==> config.mk <==
export PLATFORM = sky130hd
export DESIGN_NAME = rgba_blit_pixel_compositor_flat
export DESIGN_NICKNAME = d
export VERILOG_FILES = /design/src/rtl/rbc_pkg.sv /design/src/rtl/rbc_in_if.sv /design/src/rtl/rbc_out_if.sv /design/src/rtl/rbc_cfg_if.sv /design/src/rtl/rbc_lane.sv /design/src/rtl/rbc_merge.sv /design/src/rtl/rgba_blit_pixel_compositor.sv /design/src/flat_wrapper.sv
export VERILOG_INCLUDE_DIRS = /design/src /design/src/rtl
export SDC_FILE = /design/constraint.sdc
export NUM_CORES = 2
export LEC_CHECK = 0
export ABC_AREA = 1
export BUFFER_PORTS_ARGS = -buffer_cell sky130_fd_sc_hd__buf_4
export CORE_MARGIN = 4
export CORE_UTILIZATION = 40
export DETAILED_ROUTE_END_ITERATION = 10
export PLACE_DENSITY = 0.65
export SLEW_MARGIN = 20
export SYNTH_ARGS = -nofsm -noshare
export SYNTH_HDL_FRONTEND = slang
export SYNTH_SLANG_ARGS = --single-unit
==> constraint.sdc <==
create_clock -name clk -period 12.6 [get_ports clk]
set_clock_uncertainty 0.05 [all_clocks]
set_input_delay 1.26 -clock clk [delete_from_list [all_inputs] [get_ports clk]]
set_output_delay 1.26 -clock clk [all_outputs]
set_load 0.05 [all_outputs]
==> src/rtl/assert_macros.svh <==
// assertion helpers for the rgba blit compositor
// used by the top level only; expects clk and rst_n in scope
`ifndef ASSERT_MACROS_SVH
`define ASSERT_MACROS_SVH

// same-cycle implication
`define RBC_ASSERT_SAME(lbl, ante, cons) \
  lbl: assert property (@(posedge clk) disable iff (!rst_n) (ante) |-> (cons)) \
    else $error("same-cycle check failed");

// next-cycle implication
`define RBC_ASSERT_NEXT(lbl, ante, cons) \
  lbl: assert property (@(posedge clk) disable iff (!rst_n) (ante) |=> (cons)) \
    else $error("next-cycle check failed");

`endif

==> src/rtl/rbc_pkg.sv <==
// shared types and constants of the rgba blit compositor
// no dependencies
package rbc_pkg;

  localparam int unsigned CHAN_W    = 8;
  localparam int unsigned PIX_W     = 32;
  localparam int unsigned NUM_LANES = 4;
  localparam int unsigned W_W       = 16;  // alpha weight, 0..65025
  localparam int unsigned NUM_W     = 24;  // blend numerator, < 2**24

  localparam logic [W_W-1:0] ALPHA_SCALE = 16'd65025;
  // floor(num/65025) estimate: (num * 1032) >> 26, low by at most one
  localparam int unsigned RECIP_SHIFT = 26;

  localparam logic [1:0] REG_BLEND_MODE   = 2'd0;
  localparam logic [1:0] REG_GLOBAL_ALPHA = 2'd1;
  localparam logic [1:0] REG_TINT_COLOR   = 2'd2;

  typedef enum logic [1:0] {
    MODE_COPY  = 2'd0,
    MODE_ALPHA = 2'd1,
    MODE_TINT  = 2'd2
  } mode_t;

  typedef struct packed {
    logic [CHAN_W-1:0] src;
    logic [CHAN_W-1:0] blend;
    logic [CHAN_W-1:0] tint;
  } lane_out_t;

endpackage

==> src/rtl/rbc_in_if.sv <==
// pixel input channel: source and destination pixels
// no dependencies
interface rbc_in_if;
  logic        valid;
  logic        ready;
  logic [31:0] src_pixel;
  logic [31:0] dst_pixel;
  modport source(output valid, src_pixel, dst_pixel, input ready);
  modport sink(input valid, src_pixel, dst_pixel, output ready);
endinterface

==> src/rtl/rbc_out_if.sv <==
// composited pixel output channel
// no dependencies
interface rbc_out_if;
  logic        valid;
  logic        ready;
  logic [31:0] out_pixel;
  logic        write_enable;
  modport source(output valid, out_pixel, write_enable, input ready);
  modport sink(input valid, out_pixel, write_enable, output ready);
endinterface

==> src/rtl/rbc_cfg_if.sv <==
// register write channel
// no dependencies
interface rbc_cfg_if;
  logic        valid;
  logic        ready;
  logic [1:0]  index;
  logic [31:0] data;
  modport source(output valid, index, data, input ready);
  modport sink(input valid, index, data, output ready);
endinterface

==> src/rtl/rbc_lane.sv <==
// one color channel of the compositor: blend and tint pipeline
// depends on rbc_pkg
module rbc_lane (
  input  logic                     clk,
  input  logic                     en,
  input  logic [7:0]               src_chan,
  input  logic [7:0]               dst_chan,
  input  logic [7:0]               src_alpha,
  input  logic [7:0]               global_alpha,
  input  logic [7:0]               tint_chan,
  output rbc_pkg::lane_out_t       res
);
  import rbc_pkg::*;

  // stage 1
  logic [W_W-1:0]    w_r;
  logic [W_W-1:0]    tprod_r;
  logic [CHAN_W-1:0] src1_r, dst1_r;
  // stage 2
  logic [NUM_W-1:0]  num2_r;
  logic [CHAN_W-1:0] tint2_r, src2_r;
  // stage 3
  logic [NUM_W-1:0]  num3_r;
  logic [CHAN_W-1:0] qe3_r, tint3_r, src3_r;

  logic [NUM_W:0]    num_nxt;
  logic [W_W:0]      tsum;
  logic [34:0]       recip_prod;
  logic [NUM_W-1:0]  qmul;
  logic [NUM_W-1:0]  rem;

  always_comb begin
    num_nxt = {1'b0, 8'd0, src1_r} * {9'd0, w_r}
            + {1'b0, 8'd0, dst1_r} * {9'd0, ALPHA_SCALE - w_r};
    // x/255 for a product of two bytes
    tsum = {1'b0, tprod_r} + {9'd0, tprod_r[15:8]} + 17'd1;
    recip_prod = ({11'd0, num2_r} << 10) + ({11'd0, num2_r} << 3);
    // q * 65025 = q * 65536 - q * 512 + q
    qmul = {qe3_r, 16'd0} - {7'd0, qe3_r, 9'd0} + {16'd0, qe3_r};
    rem  = num3_r - qmul;
  end

  always_ff @(posedge clk) begin
    if (en) begin
      w_r     <= {8'd0, src_alpha} * {8'd0, global_alpha};
      tprod_r <= {8'd0, src_chan} * {8'd0, tint_chan};
      src1_r  <= src_chan;
      dst1_r  <= dst_chan;

      num2_r  <= num_nxt[NUM_W-1:0];
      tint2_r <= tsum[15:8];
      src2_r  <= src1_r;

      num3_r  <= num2_r;
      qe3_r   <= recip_prod[RECIP_SHIFT+7:RECIP_SHIFT];
      tint3_r <= tint2_r;
      src3_r  <= src2_r;
    end
  end

  // correct the low-by-one estimate
  always_comb begin
    res.src   = src3_r;
    res.tint  = tint3_r;
    res.blend = qe3_r + ((rem >= {8'd0, ALPHA_SCALE}) ? 8'd1 : 8'd0);
  end

endmodule

==> src/rtl/rbc_merge.sv <==
// merge stage: picks the mode result from the lanes, output register
// depends on rbc_pkg and rbc_out_if
module rbc_merge (
  input  logic               clk,
  input  logic               rst_n,
  input  logic               valid_in,
  input  rbc_pkg::lane_out_t lanes [rbc_pkg::NUM_LANES],
  input  logic [1:0]         blend_mode,
  output logic               adv,
  rbc_out_if.source          out_ch
);
  import rbc_pkg::*;

  logic             out_valid_r;
  logic [PIX_W-1:0] pix_r, pix_nxt;
  logic             we_r, we_nxt;
  logic [PIX_W-1:0] src_pix, blend_pix, tint_pix;

  assign adv = !out_valid_r || out_ch.ready;

  always_comb begin
    src_pix   = {lanes[3].src, lanes[2].src, lanes[1].src, lanes[0].src};
    blend_pix = {8'hff, lanes[2].blend, lanes[1].blend, lanes[0].blend};
    tint_pix  = {lanes[3].tint, lanes[2].tint, lanes[1].tint, lanes[0].tint};
    pix_nxt   = '0;
    we_nxt    = 1'b0;
    case (blend_mode)
      MODE_COPY: begin
        pix_nxt = src_pix;
        we_nxt  = 1'b1;
      end
      MODE_ALPHA: begin
        pix_nxt = blend_pix;
        we_nxt  = 1'b1;
      end
      MODE_TINT: begin
        // fully transparent tint result is dropped
        if (lanes[3].tint != 8'd0) begin
          pix_nxt = tint_pix;
          we_nxt  = 1'b1;
        end
      end
      default: begin
        pix_nxt = '0;
        we_nxt  = 1'b0;
      end
    endcase
  end

  always_ff @(posedge clk) begin
    if (!rst_n) begin
      out_valid_r <= 1'b0;
    end else if (adv) begin
      out_valid_r <= valid_in;
    end
  end

  always_ff @(posedge clk) begin
    if (adv) begin
      pix_r <= pix_nxt;
      we_r  <= we_nxt;
    end
  end

  assign out_ch.valid        = out_valid_r;
  assign out_ch.out_pixel    = pix_r;
  assign out_ch.write_enable = we_r;

endmodule

==> src/rtl/rgba_blit_pixel_compositor.sv <==
// top level of the rgba blit pixel compositor
// depends on rbc_pkg, the channel interfaces, rbc_lane, rbc_merge, assert_macros.svh
//
// usage
//   in_ch   pixel transactions: src_pixel and dst_pixel, rgba8 with red in 7:0
//   out_ch  result transactions: out_pixel and write_enable, one per input
//   cfg_ch  register writes: index 0 blend_mode, 1 global_alpha, 2 tint_color;
//           other indexes are ignored; always ready, write only while idle
// timing
//   one pixel per cycle sustained while out_ch does not stall; an input
//   transaction passes three lane stages and then the output register
//   before it shows on out_ch; the lane multiply stages set the depth
// reset
//   synchronous, active low; pipeline emptied, blend_mode copy,
//   global_alpha 255, tint_color all ones
// back-pressure
//   the whole pipeline holds while a result waits on out_ch; in_ch.ready
//   follows out_ch.ready then, and is high whenever the output register is
//   empty, so a stall costs no bubble once released
module rgba_blit_pixel_compositor (
  input  logic      clk,
  input  logic      rst_n,
  rbc_in_if.sink    in_ch,
  rbc_out_if.source out_ch,
  rbc_cfg_if.sink   cfg_ch
);
  import rbc_pkg::*;

`include "assert_macros.svh"

  // configuration registers
  logic [1:0]       blend_mode_r;
  logic [CHAN_W-1:0] global_alpha_r;
  logic [PIX_W-1:0] tint_color_r;

  // valid bits of the three lane stages
  logic [2:0]       vld_r;
  logic             adv;
  lane_out_t        lanes [NUM_LANES];

  assign cfg_ch.ready = 1'b1;
  assign in_ch.ready  = adv;

  always_ff @(posedge clk) begin
    if (!rst_n) begin
      blend_mode_r   <= MODE_COPY;
      global_alpha_r <= 8'hff;
      tint_color_r   <= 32'hffff_ffff;
    end else if (cfg_ch.valid) begin
      case (cfg_ch.index)
        REG_BLEND_MODE:   blend_mode_r   <= cfg_ch.data[1:0];
        REG_GLOBAL_ALPHA: global_alpha_r <= cfg_ch.data[7:0];
        REG_TINT_COLOR:   tint_color_r   <= cfg_ch.data;
        default: begin
          // unused index, no effect
        end
      endcase
    end
  end

  // valid travels with the data; everything shifts only on advance
  always_ff @(posedge clk) begin
    if (!rst_n) begin
      vld_r <= '0;
    end else if (adv) begin
      vld_r <= {vld_r[1:0], in_ch.valid};
    end
  end

  // one lane per channel; alpha lane blend result is unused (forced to 255)
  for (genvar k = 0; k < NUM_LANES; k++) begin : g_lane
    rbc_lane u_lane (
      .clk          (clk),
      .en           (adv),
      .src_chan     (in_ch.src_pixel[CHAN_W*k +: CHAN_W]),
      .dst_chan     (in_ch.dst_pixel[CHAN_W*k +: CHAN_W]),
      .src_alpha    (in_ch.src_pixel[31:24]),
      .global_alpha (global_alpha_r),
      .tint_chan    (tint_color_r[CHAN_W*k +: CHAN_W]),
      .res          (lanes[k])
    );
  end

  rbc_merge u_merge (
    .clk        (clk),
    .rst_n      (rst_n),
    .valid_in   (vld_r[2]),
    .lanes      (lanes),
    .blend_mode (blend_mode_r),
    .adv        (adv),
    .out_ch     (out_ch)
  );

  // checks
  `RBC_ASSERT_NEXT(a_accept_enters, in_ch.valid && in_ch.ready, vld_r[0])
  `RBC_ASSERT_SAME(a_alpha_opaque, out_ch.valid && blend_mode_r == MODE_ALPHA, out_ch.out_pixel[31:24] == 8'hff)
  `RBC_ASSERT_SAME(a_nowrite_zero, out_ch.valid && !out_ch.write_enable, out_ch.out_pixel == 32'd0)
  `RBC_ASSERT_SAME(a_copy_writes, out_ch.valid && blend_mode_r == MODE_COPY, out_ch.write_enable)

endmodule
==> src/flat_wrapper.sv <==
// flat-port wrapper written by rule: the top's interface ports become plain ports
module rgba_blit_pixel_compositor_flat import rbc_pkg::*;
  (clk, rst_n, in_ch_valid, in_ch_src_pixel, in_ch_dst_pixel, in_ch_ready, out_ch_valid, out_ch_out_pixel, out_ch_write_enable, out_ch_ready, cfg_ch_valid, cfg_ch_index, cfg_ch_data, cfg_ch_ready);
  rbc_in_if in_ch_i ();
  rbc_out_if out_ch_i ();
  rbc_cfg_if cfg_ch_i ();
  input  logic clk;
  input  logic rst_n;
  input wire logic [$bits(in_ch_i.valid)-1:0] in_ch_valid;
  input wire logic [$bits(in_ch_i.src_pixel)-1:0] in_ch_src_pixel;
  input wire logic [$bits(in_ch_i.dst_pixel)-1:0] in_ch_dst_pixel;
  output wire logic [$bits(in_ch_i.ready)-1:0] in_ch_ready;
  output wire logic [$bits(out_ch_i.valid)-1:0] out_ch_valid;
  output wire logic [$bits(out_ch_i.out_pixel)-1:0] out_ch_out_pixel;
  output wire logic [$bits(out_ch_i.write_enable)-1:0] out_ch_write_enable;
  input wire logic [$bits(out_ch_i.ready)-1:0] out_ch_ready;
  input wire logic [$bits(cfg_ch_i.valid)-1:0] cfg_ch_valid;
  input wire logic [$bits(cfg_ch_i.index)-1:0] cfg_ch_index;
  input wire logic [$bits(cfg_ch_i.data)-1:0] cfg_ch_data;
  output wire logic [$bits(cfg_ch_i.ready)-1:0] cfg_ch_ready;
  assign in_ch_i.valid = in_ch_valid;
  assign in_ch_i.src_pixel = in_ch_src_pixel;
  assign in_ch_i.dst_pixel = in_ch_dst_pixel;
  assign in_ch_ready = in_ch_i.ready;
  assign out_ch_valid = out_ch_i.valid;
  assign out_ch_out_pixel = out_ch_i.out_pixel;
  assign out_ch_write_enable = out_ch_i.write_enable;
  assign out_ch_i.ready = out_ch_ready;
  assign cfg_ch_i.valid = cfg_ch_valid;
  assign cfg_ch_i.index = cfg_ch_index;
  assign cfg_ch_i.data = cfg_ch_data;
  assign cfg_ch_ready = cfg_ch_i.ready;
  rgba_blit_pixel_compositor u_core (.clk(clk), .rst_n(rst_n), .in_ch(in_ch_i), .out_ch(out_ch_i), .cfg_ch(cfg_ch_i));
endmodule
== Word level (Yosys, flattened, before mapping) ==
Index checks and enable logic that the tools add are counted.

* Order comparisons: 3
* $add $sub $neg: 27
* Equal/unequal tests: 4
* Reduce and logical (&&, ||, !) cells: 9
* Multipliers: 11
* Muxes and demuxes: 7

{| class="wikitable"
|+ Operator list
! operator !! number
|-
| multiplier 8 x 16 -> 24 bit || 6
|-
| adder 34 x 27 -> 34 bit || 3
|-
| one-hot mux 32 bit (3 select lines) || 1
|-
| multiplier 8 x 8 -> 16 bit || 5
|-
| adder 24 bit || 3
|-
| adder 24 x 8 -> 24 bit || 3
|-
| >= comparator 24 x 16 -> 1 bit, second input constant || 3
|-
| subtractor 24 x 17 -> 24 bit || 3
|-
| subtractor 24 bit || 3
|-
| adder 16 x 1 -> 16 bit, second input constant || 4
|-
| adder 16 x 8 -> 16 bit || 4
|-
| 2-to-1 mux 32 bit || 1
|-
| adder 8 x 1 -> 8 bit || 3
|-
| subtractor 16 bit, first input constant || 1
|-
| nonzero test 8 bit || 1
|-
| AND reduction 2 bit || 3
|-
| equality test 2 x 1 -> 1 bit, second input constant || 2
|-
| equality test 2 bit, second input constant || 2
|-
| zero test 2 bit || 2
|-
| 2-to-1 mux 1 bit || 4
|-
| one-hot mux 1 bit (2 select lines) || 1
|-
| OR reduction 2 bit || 1
|-
| zero test 1 bit || 1
|-
| logical OR 1 bit || 1
|}

* Input port bits: 103
* Register bits after elaboration: 511

== Logic depth before layout (Yosys ltp) ==
* Depth in word-level cells: 7
* Depth in mapped cells: 37
* Depth with buffers taken out: 33

== Modules after synthesis ==
From an unflattened synthesis, not the netlist that was laid out.

* Cell total of the unflattened synthesis: 10107
* Area, all modules: 84219.5 um^2

{| class="wikitable"
|+ By module, submodules not included
! module !! area each (um^2) !! sequential area each (um^2) !! times used !! cells an instance
|-
| rbc_lane at u_core.g_lane[1].u_lane || 20500.9 || 4083.9 || 1 || 2512
|-
| rbc_lane at u_core.g_lane[3].u_lane || 20153.1 || 4083.9 || 1 || 2417
|-
| rbc_lane at u_core.g_lane[2].u_lane || 19995.4 || 4083.9 || 1 || 2395
|-
| rbc_lane at u_core.g_lane[0].u_lane || 19915.4 || 4083.9 || 1 || 2338
|-
| rbc_merge || 1869.3 || 1011.0 || 1 || 232
|-
| rgba_blit_pixel_compositor || 1785.5 || 900.9 || 1 || 213
|}

== Worst setup path before layout ==
No wires, ideal clock.

* Path type: input -> output
* From: input out_ch_ready
* To: output in_ch_ready
* Buffers on the path: 0
* Path slack: 0.656 ns
* Arrival: 10.634 ns
* Stages: 2
* Path through: nor2_1 -> inv_1

* Longest elaborated chain between the ends: 1

{| class="wikitable"
|+ RTL lines
! item !! line !! RTL
|-
| from (decl) || flat_wrapper.sv:16 || <nowiki>input wire logic [$bits(out_ch_i.ready)-1:0] out_ch_ready;</nowiki>
|-
| logical OR 1 bit || rbc_merge.sv:19 || <nowiki>assign adv = !out_valid_r || out_ch.ready;</nowiki>
|-
| to (decl) || flat_wrapper.sv:12 || <nowiki>output wire logic [$bits(in_ch_i.ready)-1:0] in_ch_ready;</nowiki>
|}

Every way passes these cells.

==> out/results.tsv <==
stage	metric	value	unit
cts	ctsResizeCount	0	
critical_path	endpoint_kind	register	
sta	maxSlewViolCount	0	
logic_synthesis	synth_top_family_by_area	adder cells	
global_route	grt_pass1_vias	47100	
cts	hold_buffers	0	
cts	cts_tree	built	
sta	rsz0062_at_grt	no	
cts	cts.path.max_buffers	3	
placed_design	portBuffers	129	
logic_synthesis	synthCells	7145	
critical_path	crit_buf_inv	3	
outcome	run_status	finished clean	
global_route	grt_max_degree	157	
critical_path	crit_required	12.93	ns
sta	fin_tns_setup	0	ns
logic_synthesis	synth_area	61200	um2
layout	nets	8674	
cts	cts.clk_slew.worst_paths	0.06	ns
drt	drc	0	
drt	vias_per_cell	4.95	
logic_synthesis	netlist_top_cells_area	fa_1 (26%), edfxtp_1 (23%), ha_1 (13%)	
cts	cts_setup_buffers	0	
logic_synthesis	muxShareOfSynthArea	0	
logic_synthesis	synthAdderAreaFrac	0.395	
logic_synthesis	yosysUniqueCellTypes	60	
placed_design	routabilityCongestion	0.905	
sta	setup_violations	0	
logic_synthesis	synth-xor-area-share	0.0265	
critical_path	critPathSlowestCell	clkinv_1	
critical_path	cpPeakStageDelay	0.92	ns
sta	final_hold_viol_count	0	
critical_path	cp.arrival	8.47	ns
placed_design	hpwl	119000	um
drt	vias	45600	
logic_synthesis	synth_area_per_cell	8.57	um2
floorplanning	die_w	399	um
logic_synthesis	synth_top_area_cell	fa_1	
floorplanning	initial_core_util	0.402	
floorplanning	dieArea	159000	um2
floorplanning	die_h	399	um
drt	wl_per_cell	16.1	um
drt	totalWireLength	149000	um
sta	worst_pin_slew	1.10	ns
sta	fin_crit_sh	0.646	
layout	drive_above_1_share	0.0426	
cts	clkSinkCount	511	
drt	drt_pass1_iterations	6	
logic_synthesis	yosys_warnings	0	
logic_synthesis	synth_compound_area_frac	0.0446	
sta	max_freq	0.123	GHz
cts	cts_made_buffers	61	
layout	synthToLayoutAreaGrowth	7.93	%
sta	period_minus_slack	8.14	ns
logic_synthesis	synthFlopType	edfxtp_1	
logic_synthesis	ys_async_sr_fraction	0	
logic_synthesis	ys_top_cells_by_count	inv_1 (1727), nand2_1 (1663), fa_1 (810), ha_1 (638)	
floorplanning	rows	143	
hold_path	hold_class	register to register	
critical_path	path_max_fanout	50	
logic_synthesis	synth_edf_count	465	
critical_path	crit_top_cell	fa_1	
critical_path	timing_worst_setup_path_type	register to register	
logic_synthesis	ys_seq_area_frac	0.243	
global_route	track_usage	0.190	
sta	finalWorstSetupSlack	4.46	ns
floorplanning	core	152000	um2
global_route	grt_antenna_before_repair	5	
logic_synthesis	ys_ff_latch	511	
logic_synthesis	synth_simple_gate_area_share	0.168	
logic_synthesis	synth_top_area_frac	0.265	
run	cap_viol_max_count	0	
sta	slew_headroom	0.259	
critical_path	critPathTopFamily	adder cells	
cts	htree_levels	2	
placed_design	dp_slack	4.67	ns
cts	cts-root-buf	clkbuf_16	
drt	drt_iter0_drc	2658	
critical_path	cp-start-kind	register	
drt	antenna_left	0	
critical_path	crit_chain	buf_4, inv_1, ha_1, xnor2_1, clkinv_1, nor2_1, fa_1, fa_1, fa_1, fa_1, fa_1, fa_1, ha_1, a21oi_1, nor2_1, o21ai_0, nand3_1, a21oi_1, o21ai_0, xor2_1	
cts	clock_latency	0.73	ns
global_route	grt_overflow	0	
global_route	grt_pass1_wl	243000	um
logic_synthesis	yosysMostFrequentCell	inv_1	
floorplanning	ios	139	
==> registers in the layout (all words and copies together), names as in the netlist, 2 cells and up <==
name,cells
u_core.blend_mode_r,2
u_core.g_lane.u_lane.dst1_r,24
u_core.g_lane.u_lane.num2_r,72
u_core.g_lane.u_lane.num3_r,72
u_core.g_lane.u_lane.qe3_r,24
u_core.g_lane.u_lane.src1_r,32
u_core.g_lane.u_lane.src2_r,32
u_core.g_lane.u_lane.src3_r,32
u_core.g_lane.u_lane.tint2_r,32
u_core.g_lane.u_lane.tint3_r,32
u_core.g_lane.u_lane.tprod_r,64
u_core.g_lane.u_lane.w_r,16
u_core.global_alpha_r,8
u_core.tint_color_r,32
u_core.u_merge.out_ch.out_pixel,32
u_core.vld_r,3
==> layout by cell type, fill, tap and decap left out, types with 9 or more instances in the layout <==
cell type / netlist / routed
a31oi_1: 17 / 17
nand3_1: 228 / 227
dfxtp_1: 46 / 46
nor4_1: 16 / 16
nand3b_1: 20 / 20
edfxtp_1: 465 / 465
inv_1: 1727 / 1725
ha_1: 638 / 638
xnor2_1: 69 / 69
o21bai_1: 16 / 16
nand2_1: 1663 / 1663
nor3_1: 37 / 37
o21ai_0: 137 / 137
clkbuf_16: 0 / 61
nor2_2: 12 / 13
a21o_1: 18 / 18
nor2_1: 465 / 463
or2_2: 9 / 9
a21oi_1: 251 / 250
clkinv_1: 6 / 19
o21a_1: 9 / 9
xor2_1: 113 / 113
fa_1: 810 / 810
buf_4: 3 / 155
nand4_1: 47 / 47
==> kinds of logic after synthesis <==
kind of cell    Yosys count
xor+xnor                183
simple gates           2525
fa+ha+maj              1448
other cells               2
buf+inv                1983
compound gates          493
flops                   511
==> final cells by class <==
class,count,area [um2]
Inverter,1740,6540
Antenna cell,4,10.0
Multi-Input combinational cell,4653,38900
Fill cell,14800,86000
Clock inverter,44,462
Sequential cell,511,14900
Tap cell,2030,2540
Timing Repair Buffer,156,1180
Clock buffer,71,1580
==> worst paths after layout <==
check / from / endpoint / slack (ns) / depth (start not counted)
worst max-delay path: u_core.g_lane[1].u_lane.w_r[1] / u_core.g_lane[2].u_lane.num2_r[17] / 4.46 / 20
worst min-delay path: u_core.g_lane[1].u_lane.src2_r[7] / u_core.g_lane[1].u_lane.src3_r[7] / 0.36 / 0
worst max register to register: u_core.g_lane[1].u_lane.w_r[1] / u_core.g_lane[2].u_lane.num2_r[17] / 4.46 / 20
worst min register to register: u_core.g_lane[1].u_lane.src2_r[7] / u_core.g_lane[1].u_lane.src3_r[7] / 0.36 / 0
==> through the flow <==
stage / std cells / util / hold slack (ns) / instance area [um2]
6_report: 9209 / 0.434 / 0.362 / 66100
5_1_grt: 9209 / 0.434 / 0.365 / 66100
4_1_cts: 9205 / 0.434 / 0.361 / 66000
3_5_place_dp: 9090 / 0.421 / 0.355 / 64000
3_3_place_gp: 9090 / 0.421 / 0.352 / 64000
2_1_floorplan: 7147 / - / 0.350 / 61200
==> layer usage <==
layer | track usage | vias to the layer above | part of all wire
li1 | - | 21700 | -
met1 | 0.242 | 22400 | 0.42
met2 | 0.328 | 1242 | 0.49
met3 | 0.0289 | 286 | 0.060
met4 | 0.0678 | 0 | 0.035
met5 | 0 | - | 0
==> worst register-to-register path, cell delays in order (launching register included) <==
cell      delay, ns
edfxtp_1       0.32
buf_4          0.54
inv_1          0.17
ha_1           0.27
xnor2_1        0.65
clkinv_1       0.92
nor2_1         0.40
fa_1           0.46
fa_1           0.51
fa_1           0.42
fa_1           0.53
fa_1           0.44
fa_1           0.48
ha_1           0.37
a21oi_1        0.23
nor2_1         0.08
o21ai_0        0.23
nand3_1        0.13
a21oi_1        0.29
o21ai_0        0.16
xor2_1         0.16
Power is not shown: default switching activity piles up to over one toggle a cycle in this logic, so the estimate is an artifact.
